## src/ddo_pkg.sv

```systemverilog
// Shared types, constants and CORDIC angle table for the odometry core.
`default_nettype none
package ddo_pkg;
	localparam int CORDIC_STEPS = 20;
	localparam int STEP_BITS = 5;
	localparam logic signed [33:0] CORDIC_GAIN = 34'sd652032874;

	typedef enum logic [1:0] {
		OP_UPDATE = 2'd0,
		OP_CLEAR_POS = 2'd1,
		OP_CLEAR_DIST = 2'd2,
		OP_NOP = 2'd3
	} opcode_t;

	typedef enum logic [1:0] {
		MODE_OFF = 2'd0,
		MODE_FORWARD = 2'd1,
		MODE_ROTATE = 2'd2,
		MODE_SPARE = 2'd3
	} mode_t;

	typedef enum logic [2:0] {
		REG_MODE = 3'd0,
		REG_CW = 3'd1,
		REG_LIMIT = 3'd2,
		REG_TRAVEL = 3'd3,
		REG_FTURN = 3'd4,
		REG_RTURN = 3'd5
	} reg_index_t;

	typedef enum logic [2:0] {
		ST_IDLE,
		ST_PREP,
		ST_LAUNCH,
		ST_CORDIC,
		ST_MULX,
		ST_MULY,
		ST_UPDATE,
		ST_OUT
	} state_t;

	function automatic logic [31:0] atan_turn(input logic [STEP_BITS-1:0] i);
		logic [31:0] v;
		case (i)
			5'd0: v = 32'd536870912;
			5'd1: v = 32'd316933405;
			5'd2: v = 32'd167458907;
			5'd3: v = 32'd85004756;
			5'd4: v = 32'd42667331;
			5'd5: v = 32'd21354465;
			5'd6: v = 32'd10679838;
			5'd7: v = 32'd5340245;
			5'd8: v = 32'd2670163;
			5'd9: v = 32'd1335086;
			5'd10: v = 32'd667544;
			5'd11: v = 32'd333772;
			5'd12: v = 32'd166886;
			5'd13: v = 32'd83443;
			5'd14: v = 32'd41721;
			5'd15: v = 32'd20860;
			5'd16: v = 32'd10430;
			5'd17: v = 32'd5215;
			5'd18: v = 32'd2607;
			5'd19: v = 32'd1303;
			default: v = 32'd0;
		endcase
		return v;
	endfunction
endpackage
`default_nettype wire

```

## src/ddo_cordic.sv

```systemverilog
// Iterative CORDIC that yields sine and cosine in Q.30, one rotation per cycle.
`default_nettype none
module ddo_cordic import ddo_pkg::*; (
	input  wire logic clk,
	input  wire logic arst_n,
	input  wire logic start,
	input  wire logic [31:0] angle,
	output logic done,
	output logic signed [33:0] sin_val,
	output logic signed [33:0] cos_val
);
	logic signed [33:0] x_q, y_q;
	logic signed [32:0] z_q;
	logic [STEP_BITS-1:0] step_q;
	logic busy_q, flip_q;
	logic [31:0] a_rot;
	logic signed [33:0] dx, dy;

	assign a_rot = (angle[31] ^ angle[30]) ? angle + 32'h8000_0000 : angle;
	assign dx = y_q >>> step_q;
	assign dy = x_q >>> step_q;

	always_ff @(posedge clk or negedge arst_n) begin
		if (!arst_n) begin
			busy_q <= 1'b0;
			step_q <= '0;
			done <= 1'b0;
		end else begin
			done <= 1'b0;
			if (start) begin
				busy_q <= 1'b1;
				step_q <= '0;
			end else if (busy_q) begin
				if (step_q == STEP_BITS'(CORDIC_STEPS - 1)) begin
					busy_q <= 1'b0;
					done <= 1'b1;
				end
				step_q <= step_q + 1'b1;
			end
		end
	end

	always_ff @(posedge clk) begin
		if (start) begin
			x_q <= CORDIC_GAIN;
			y_q <= '0;
			z_q <= {a_rot[31], a_rot};
			flip_q <= angle[31] ^ angle[30];
		end else if (busy_q) begin
			if (!z_q[32]) begin
				x_q <= x_q - dx;
				y_q <= y_q + dy;
				z_q <= z_q - $signed({1'b0, atan_turn(step_q)});
			end else begin
				x_q <= x_q + dx;
				y_q <= y_q - dy;
				z_q <= z_q + $signed({1'b0, atan_turn(step_q)});
			end
		end
	end

	assign sin_val = flip_q ? -y_q : y_q;
	assign cos_val = flip_q ? -x_q : x_q;

	assert property (@(posedge clk) disable iff (!arst_n) done |-> !busy_q)
		else $error("cordic done while busy");
	assert property (@(posedge clk) disable iff (!arst_n) start |=> busy_q)
		else $error("cordic did not start");
	assert property (@(posedge clk) disable iff (!arst_n) done |=> !done)
		else $error("cordic done twice");
endmodule
`default_nettype wire

```

## config.mk

```make
export PLATFORM = sky130hd
export DESIGN_NAME = ddo_cordic
export DESIGN_NICKNAME = d
export VERILOG_FILES = /design/src/ddo_pkg.sv /design/src/ddo_cordic.sv
export SDC_FILE = /design/constraint.sdc
export NUM_CORES = 1
export LEC_CHECK = 0
export BUFFER_PORTS_ARGS = -buffer_cell sky130_fd_sc_hd__buf_2
export CAP_MARGIN = 0
export CORE_ASPECT_RATIO = 1.25
export CORE_MARGIN = 3
export CORE_UTILIZATION = 55
export DETAILED_ROUTE_END_ITERATION = 10
export MAX_ROUTING_LAYER = met4
export PLACE_DENSITY = 0.76
export SETUP_SLACK_MARGIN = 0.3
export SLEW_MARGIN = 20
export SYNTH_ARGS = -nofsm -noshare
export SYNTH_HDL_FRONTEND = slang
export SYNTH_SLANG_ARGS = --single-unit
```

## constraint.sdc

```tcl
create_clock -name clk -period 7.35 [get_ports clk]
set_input_delay 1.1025 -clock clk [delete_from_list [all_inputs] [get_ports clk]]
set_output_delay 1.1025 -clock clk [all_outputs]
set_load 0.05 [all_outputs]
```

==> impl_metrics.py, run 1 <==
metrics = {
    "cells_and_area": {
        "drive_above_1_share": 0.148,
        "fin_nets": 2367,
        "diodes": 0,
        "synthToLayoutAreaGrowth_pct": 5.20,
    },
    "logic_synthesis": {
        "netlist.area_leader.share": 0.0943,
        "syn-instance-count": 2220,
        "synth_top_area_cell": "mux4_2",
        "synthTopCellsByCount": "nand2_1, nor2_1, a21oi_1",
        "synth_compound_area_frac": 0.235,
        "synth_nets": 2368,
        "synth_area_leaders": "mux4_2, xnor2_1, ha_1, dfxtp_1, edfxtp_1",
        "synth-edff-count": 34,
        "synth-xor-area-share": 0.119,
        "synth_cell_types": 98,
        "synth-async-reset-ratio": 0.0642,
        "synth_top_family_by_area": "compound AO/OA/AOI/OAI gates",
        "yosysWarnings": 0,
        "ys_seq_elements": 109,
        "synthMostInstantiatedCell": "nand2_1",
        "synthSimpleGateAreaFrac": 0.176,
        "syn_area_um2": 17700,
        "synth-adder-area-share": 0.0813,
        "yosysSeqAreaShare": 0.145,
        "muxShareOfSynthArea": 0.175,
        "ys.flop_type": "dfxtp_1",
        "syn_area_per_cell_um2": 7.96,
    },
    "worst_setup_path": {
        "critical_path_class": "flip-flop to flip-flop",
        "worstPathCellList": "buf_12, mux4_1, nand2_1, a31oi_1, a222oi_1, and3_2, and3_1, and3_1, a21oi_1, xor2_1, ha_1, a21o_1, a21o_1, a211o_1, a311o_1, o21a_1, a311o_1, nand2_1, o221ai_1, xnor2_1, nand2_1, xnor2_1, nor2_1",
        "cpMostUsedCell": "nand2_1",
        "slowest_delay_ns": 0.68,
        "cp.arrival_ns": 6.96,
        "crit_required_ns": 7.62,
        "crit_fanout": 46,
        "critical_path.top_delay_family": "compound AO/OA/AOI/OAI gates",
        "critPathLaunchType": "flip-flop",
        "critPathBufInv": 1,
        "slowest_stage": "a222oi_1",
        "endpoint_kind": "flip-flop",
    },
    "floorplanning": {
        "core_area_um2": 31400,
        "die_w_um": 166,
        "placementRows": 72,
        "io_pins": 104,
        "die_h_um": 206,
        "start_util": 0.564,
        "fp.dieArea_um2": 34300,
    },
    "sta": {
        "hold_viol_final": 0,
        "fin_setup_tns_ns": 0,
        "fmax_mhz": 149,
        "post-route-period-util": 0.910,
        "clock_skew_ns": 0.0185,
        "relSlewSlack": 0.238,
        "post-route-min-period_ns": 6.69,
        "drv_slew": 0,
        "grt_setup_unrepaired": "no",
        "setup_violations": 0,
        "worst_pin_slew_ns": 1.13,
    },
    "placed_design": {
        "dp.final_hpwl_um": 49400,
        "place_congestion": 1.01,
        "portBuffers": 103,
    },
    "drt": {
        "first_pass_iters": 7,
        "drt-initial-drc-count": 2023,
        "drt_wl_total_um": 65100,
        "drc": 0,
        "viasPerCell": 6.77,
        "num_vias": 17805,
        "wire_per_inst_um": 24.7,
        "ant_nets": 0,
    },
    "clock_network": {
        "cts_max_level": 3,
        "clockBufferDepth": 2,
        "cts.sinks": 109,
        "cts_buffers": 9,
        "clk_pin_slew_worst_paths_ns": 0.10,
        "clk_latency_ns": 0.39,
        "hold_buffers": 0,
        "cts_tree": "built",
        "root_buffer": "clkbuf_16",
    },
    "grt": {
        "antenna_found_initial": 0,
        "grt_max_degree": 74,
        "grt_usage": 0.379,
        "grt_pass1_wl_um": 98800,
        "grt_pass1_vias": 16661,
        "grt-ovfl-total": 0,
    },
    "outcome": {
        "outcome": "complete, no violations",
    },
    "hold_path": {
        "worstHoldPathType": "input pin to asynchronous set/reset pin",
    },
    "run": {
        "cap_viol_max_count": 0,
    },
}
path summary, 6_finish.rpt:
kind	start	to	slack (ns)	cells after the start
min	arst_n	done	0.55	1
max	step_q[0]	x_q[33]	0.66	23
min in group clk	y_q[0]	y_q[0]	0.58	2
min reg2reg	y_q[0]	y_q[0]	0.58	2
max reg2reg	step_q[0]	x_q[33]	0.66	23
max in group asynchronous	arst_n	step_q[0]	6.61	1
cell usage in the layout, fill, tap and decap left out, drive strengths merged, types with 13 or more instances in the layout:
cell / instances
a211oi: 33
a21o: 58
a21oi: 181
a31oi: 38
and2: 13
and3: 20
buf: 174
dfxtp: 68
edfxtp: 34
ha: 110
inv: 46
mux2: 25
mux2i: 81
mux4: 87
nand2: 256
nand2b: 26
nand3: 31
nand4: 13
nor2: 192
nor2b: 17
nor3: 39
o21a: 16
o21ai: 161
o21bai: 14
o22ai: 15
o31ai: 25
or3: 25
xnor2: 160
xor2: 80
sequential cells by signal, summed over array words and instances, names as in the netlist:
signal and count:
z_q 33, flip_q 1, y_q 34, done 1, busy_q 1, step_q 5, x_q 34
repair_timing:
action / in CTS / in global routing
hold endpoints to repair: 0 / 0
setup buffers: 0 / 1
resized for setup: 0 / 1
endpoints found under the setup margin: 0 / 5
through the flow:
step            util  instance area (um2)  hold WS [ns]  setup slack [ns]  cells
3_3_place_gp   0.583                18300         0.547             0.797   2614
4_1_cts        0.593                18600         0.533             0.687   2630
2_1_floorplan      -                17700         0.503             0.406   2220
6_report       0.593                18600         0.549             0.659   2631
5_1_grt        0.593                18600         0.543             0.324   2631
3_5_place_dp   0.583                18300         0.572             0.715   2614
cell type report:
class	count	area, um2
Inverter	48	180
Timing Repair Buffer	174	1090
Multi-Input combinational cell	1877	13900
Clock inverter	7	80.1
Clock buffer	9	225
Fill cell	2875	12800
Tap cell	407	509
Sequential cell	109	2570
cell families after synthesis:
| logic type | Yosys count |
|---|---|
| adders and majority gates | 113 |
| buffers and inverters | 234 |
| muxes | 193 |
| and+or+nand+nor | 678 |
| AOI/OAI and AO/OA | 653 |
| DFF | 109 |
| xor gates and xnor gates | 240 |
routing by layer:
| layer | GRT usage | up-vias | part of all wire |
|---|---|---|---|
| met5 | - | - | 0 |
| met4 | 0.216 | 0 | 0.068 |
| met3 | 0.0534 | 196 | 0.073 |
| met2 | 0.621 | 879 | 0.47 |
| met1 | 0.452 | 8552 | 0.38 |
| li1 | - | 8178 | - |
Power of run 1 is not shown: default switching activity piles up to over one toggle a cycle in this logic, so the estimate is an artifact.
==> inputs of run 2 (changes only) <==
--- a/config.mk
+++ b/config.mk
@@ -5,6 +5,7 @@
 export SDC_FILE = /design/constraint.sdc
 export NUM_CORES = 1
 export LEC_CHECK = 0
+export ABC_AREA = 1
 export BUFFER_PORTS_ARGS = -buffer_cell sky130_fd_sc_hd__buf_2
 export CAP_MARGIN = 0
 export CORE_ASPECT_RATIO = 1.25
==> run 2 against run 1 <==
Compared with the run above: clock-buffer cell count is 1 higher; setup slack improved by 0.65 ns; first-iteration DRC count grew 3.2%; maximum frequency grew 11%; register-to-register slack better by 0.65 ns; critical path depth decreased by 1; critical endpoint is now z_q[30].
==> impl_metrics.py, run 2 <==
metrics = {
    "cells_and_area": {
        "fin_nets": 3174,
        "synthToLayoutAreaGrowth_pct": 5.46,
        "drive_above_1_share": 0.0782,
        "reg_top3": "x_q: 34 flops, y_q: 34 flops, z_q: 33 flops",
        "final_cell_mix": "nand2_1, nand3_1, nor2_1",
        "final_common_cell": "nand2_1",
        "final_core_util": 0.595,
    },
    "worst_setup_path": {
        "critical_path_class": "flip-flop to flip-flop",
        "r2r_cells": 22,
        "timing.rr.end": "z_q[30]",
        "crit_fanout": 63,
        "crit_required_ns": 7.48,
        "critPathLaunchType": "flip-flop",
        "r2r_slack_ns": 1.31,
        "r2r-start": "step_q[2]",
        "endpoint_kind": "flip-flop",
        "worstSetupStartpoint": "step_q[2]",
        "cp.arrival_ns": 6.17,
    },
    "drt": {
        "num_vias": 20878,
        "drc": 0,
        "drt-initial-drc-count": 2088,
        "first_pass_iters": 9,
        "drt_wl_total_um": 65900,
        "viasPerCell": 6.08,
        "wire_per_inst_um": 19.2,
        "ant_nets": 0,
    },
    "logic_synthesis": {
        "ys.flop_type": "dfxtp_1",
        "syn_area_per_cell_um2": 5.72,
        "yosysSeqAreaShare": 0.149,
        "synth_area_leaders": "nand2_1, nand3_1, ha_1, dfxtp_1, nor2_1",
        "synthMostInstantiatedCell": "nand2_1",
        "netlist.area_leader.share": 0.201,
        "synth_cell_types": 61,
        "synth-async-reset-ratio": 0.0642,
        "ys_seq_elements": 109,
        "syn_area_um2": 17200,
        "syn-instance-count": 3004,
        "synth-edff-count": 34,
        "synth_top_area_cell": "nand2_1",
        "synthTopCellsByCount": "nand2_1, nand3_1, nor2_1",
        "yosysWarnings": 0,
        "synth_nets": 3152,
    },
    "sta": {
        "setup_violations": 0,
        "worst_pin_slew_ns": 1.09,
        "fin_setup_tns_ns": 0,
        "post-route-min-period_ns": 6.04,
        "post-route-period-util": 0.821,
        "grt_setup_unrepaired": "no",
        "drv_slew": 0,
        "clock_skew_ns": 0.00871,
        "fmax_mhz": 166,
        "hold_viol_final": 0,
        "relSlewSlack": 0.272,
        "setup_ws_ns": 1.31,
    },
    "run": {
        "cap_viol_max_count": 0,
    },
    "floorplanning": {
        "die_h_um": 204,
        "die_w_um": 164,
        "fp.dieArea_um2": 33400,
        "core_area_um2": 30500,
        "start_util": 0.564,
        "placementRows": 71,
        "io_pins": 104,
    },
    "grt": {
        "grt_max_degree": 78,
        "grt_pass1_wl_um": 102000,
        "grt_usage": 0.396,
        "antenna_found_initial": 1,
        "grt_pass1_vias": 19466,
        "grt-ovfl-total": 0,
    },
    "placed_design": {
        "portBuffers": 103,
        "place_ws_ns": 1.49,
        "dp.final_hpwl_um": 50800,
        "place_congestion": 1.04,
    },
    "clock_network": {
        "clockBufferDepth": 2,
        "cts_max_level": 3,
        "cts_tree": "built",
        "root_buffer": "clkbuf_16",
        "cts.sinks": 109,
        "clk_latency_ns": 0.39,
        "cts_buffers": 9,
        "post_cts_buffers": 0,
        "hold_buffers": 0,
        "clk_pin_slew_worst_paths_ns": 0.09,
        "cts_resized": 0,
    },
    "hold_path": {
        "worstHoldPathType": "input pin to asynchronous set/reset pin",
    },
    "outcome": {
        "outcome": "complete, no violations",
    },
}
[run 2: cell type report]
| type | instances | area [um2] |
|---|---|---|
| Multi-Input combinational cell | 2475 | 12900 |
| Fill cell | 3102 | 12300 |
| Sequential cell | 109 | 2560 |
| Inverter | 300 | 1130 |
| Timing Repair Buffer | 131 | 726 |
| Tap cell | 401 | 502 |
| Clock buffer | 10 | 250 |
| Clock inverter | 6 | 67.6 |
| Antenna cell | 1 | 2.50 |
[run 2: critical path, stage by stage (launching register included)]
cell,delay (ns)
dfrtp_2,0.67
inv_2,0.91
a21oi_1,0.32
nand2_1,0.14
nand2_1,0.06
a21oi_1,0.24
inv_1,0.07
nor2_1,0.13
and2_1,0.15
inv_2,0.06
nor2_4,0.09
nand3_2,0.11
o21ai_4,0.66
xor2_2,0.17
ha_1,0.39
a21oi_1,0.18
inv_1,0.08
a21oi_1,0.20
o21ai_0,0.21
a2111oi_0,0.59
nand3_1,0.15
nand2_1,0.08
o21ai_0,0.09
[run 2: how the worst max path moves through the flow]
stage | cells past startpoint | slack, ns | end
CTS | 22 | 1.46 | z_q[30]
global placement | 22 | 1.49 | z_q[30]
detailed placement | 22 | 1.49 | z_q[30]
finish | 22 | 1.31 | z_q[30]
floorplan | 28 | 2.87 | z_q[30]
global route | 28 | 0.80 | x_q[31]
[run 2: cells by family (layout without fill, tap and decap cells)]
group,count (synthesis),in the layout,synth area share
AO/OA/AOI/OAI,450,450,0.150
XOR/XNOR,164,164,0.0861
adder cells (fa/ha/maj),113,113,0.0835
buffers and inverters,420,447,0.102
flip-flops,109,109,0.149
other,0,1,0
AND/OR/NAND/NOR,1748,1748,0.430
[run 2: routing by layer]
layer / GRT usage / vias up / part of all wire
met5: - / - / 0
met4: 0.248 / 0 / 0.071
met3: 0.0607 / 313 / 0.090
met2: 0.617 / 1182 / 0.45
met1: 0.476 / 9432 / 0.39
li1: - / 9951 / -
[run 2: per-stage QoR]
stage / hold slack, ns / cell area [um2] / instances
after floorplan: 0.505 / 17200 / 3004
after global placement: 0.544 / 17800 / 3416
after detailed placement: 0.558 / 17800 / 3416
after CTS: 0.547 / 18100 / 3432
after global routing: 0.550 / 18100 / 3433
final: 0.543 / 18100 / 3433
Power of run 2 is left out for the same reason.
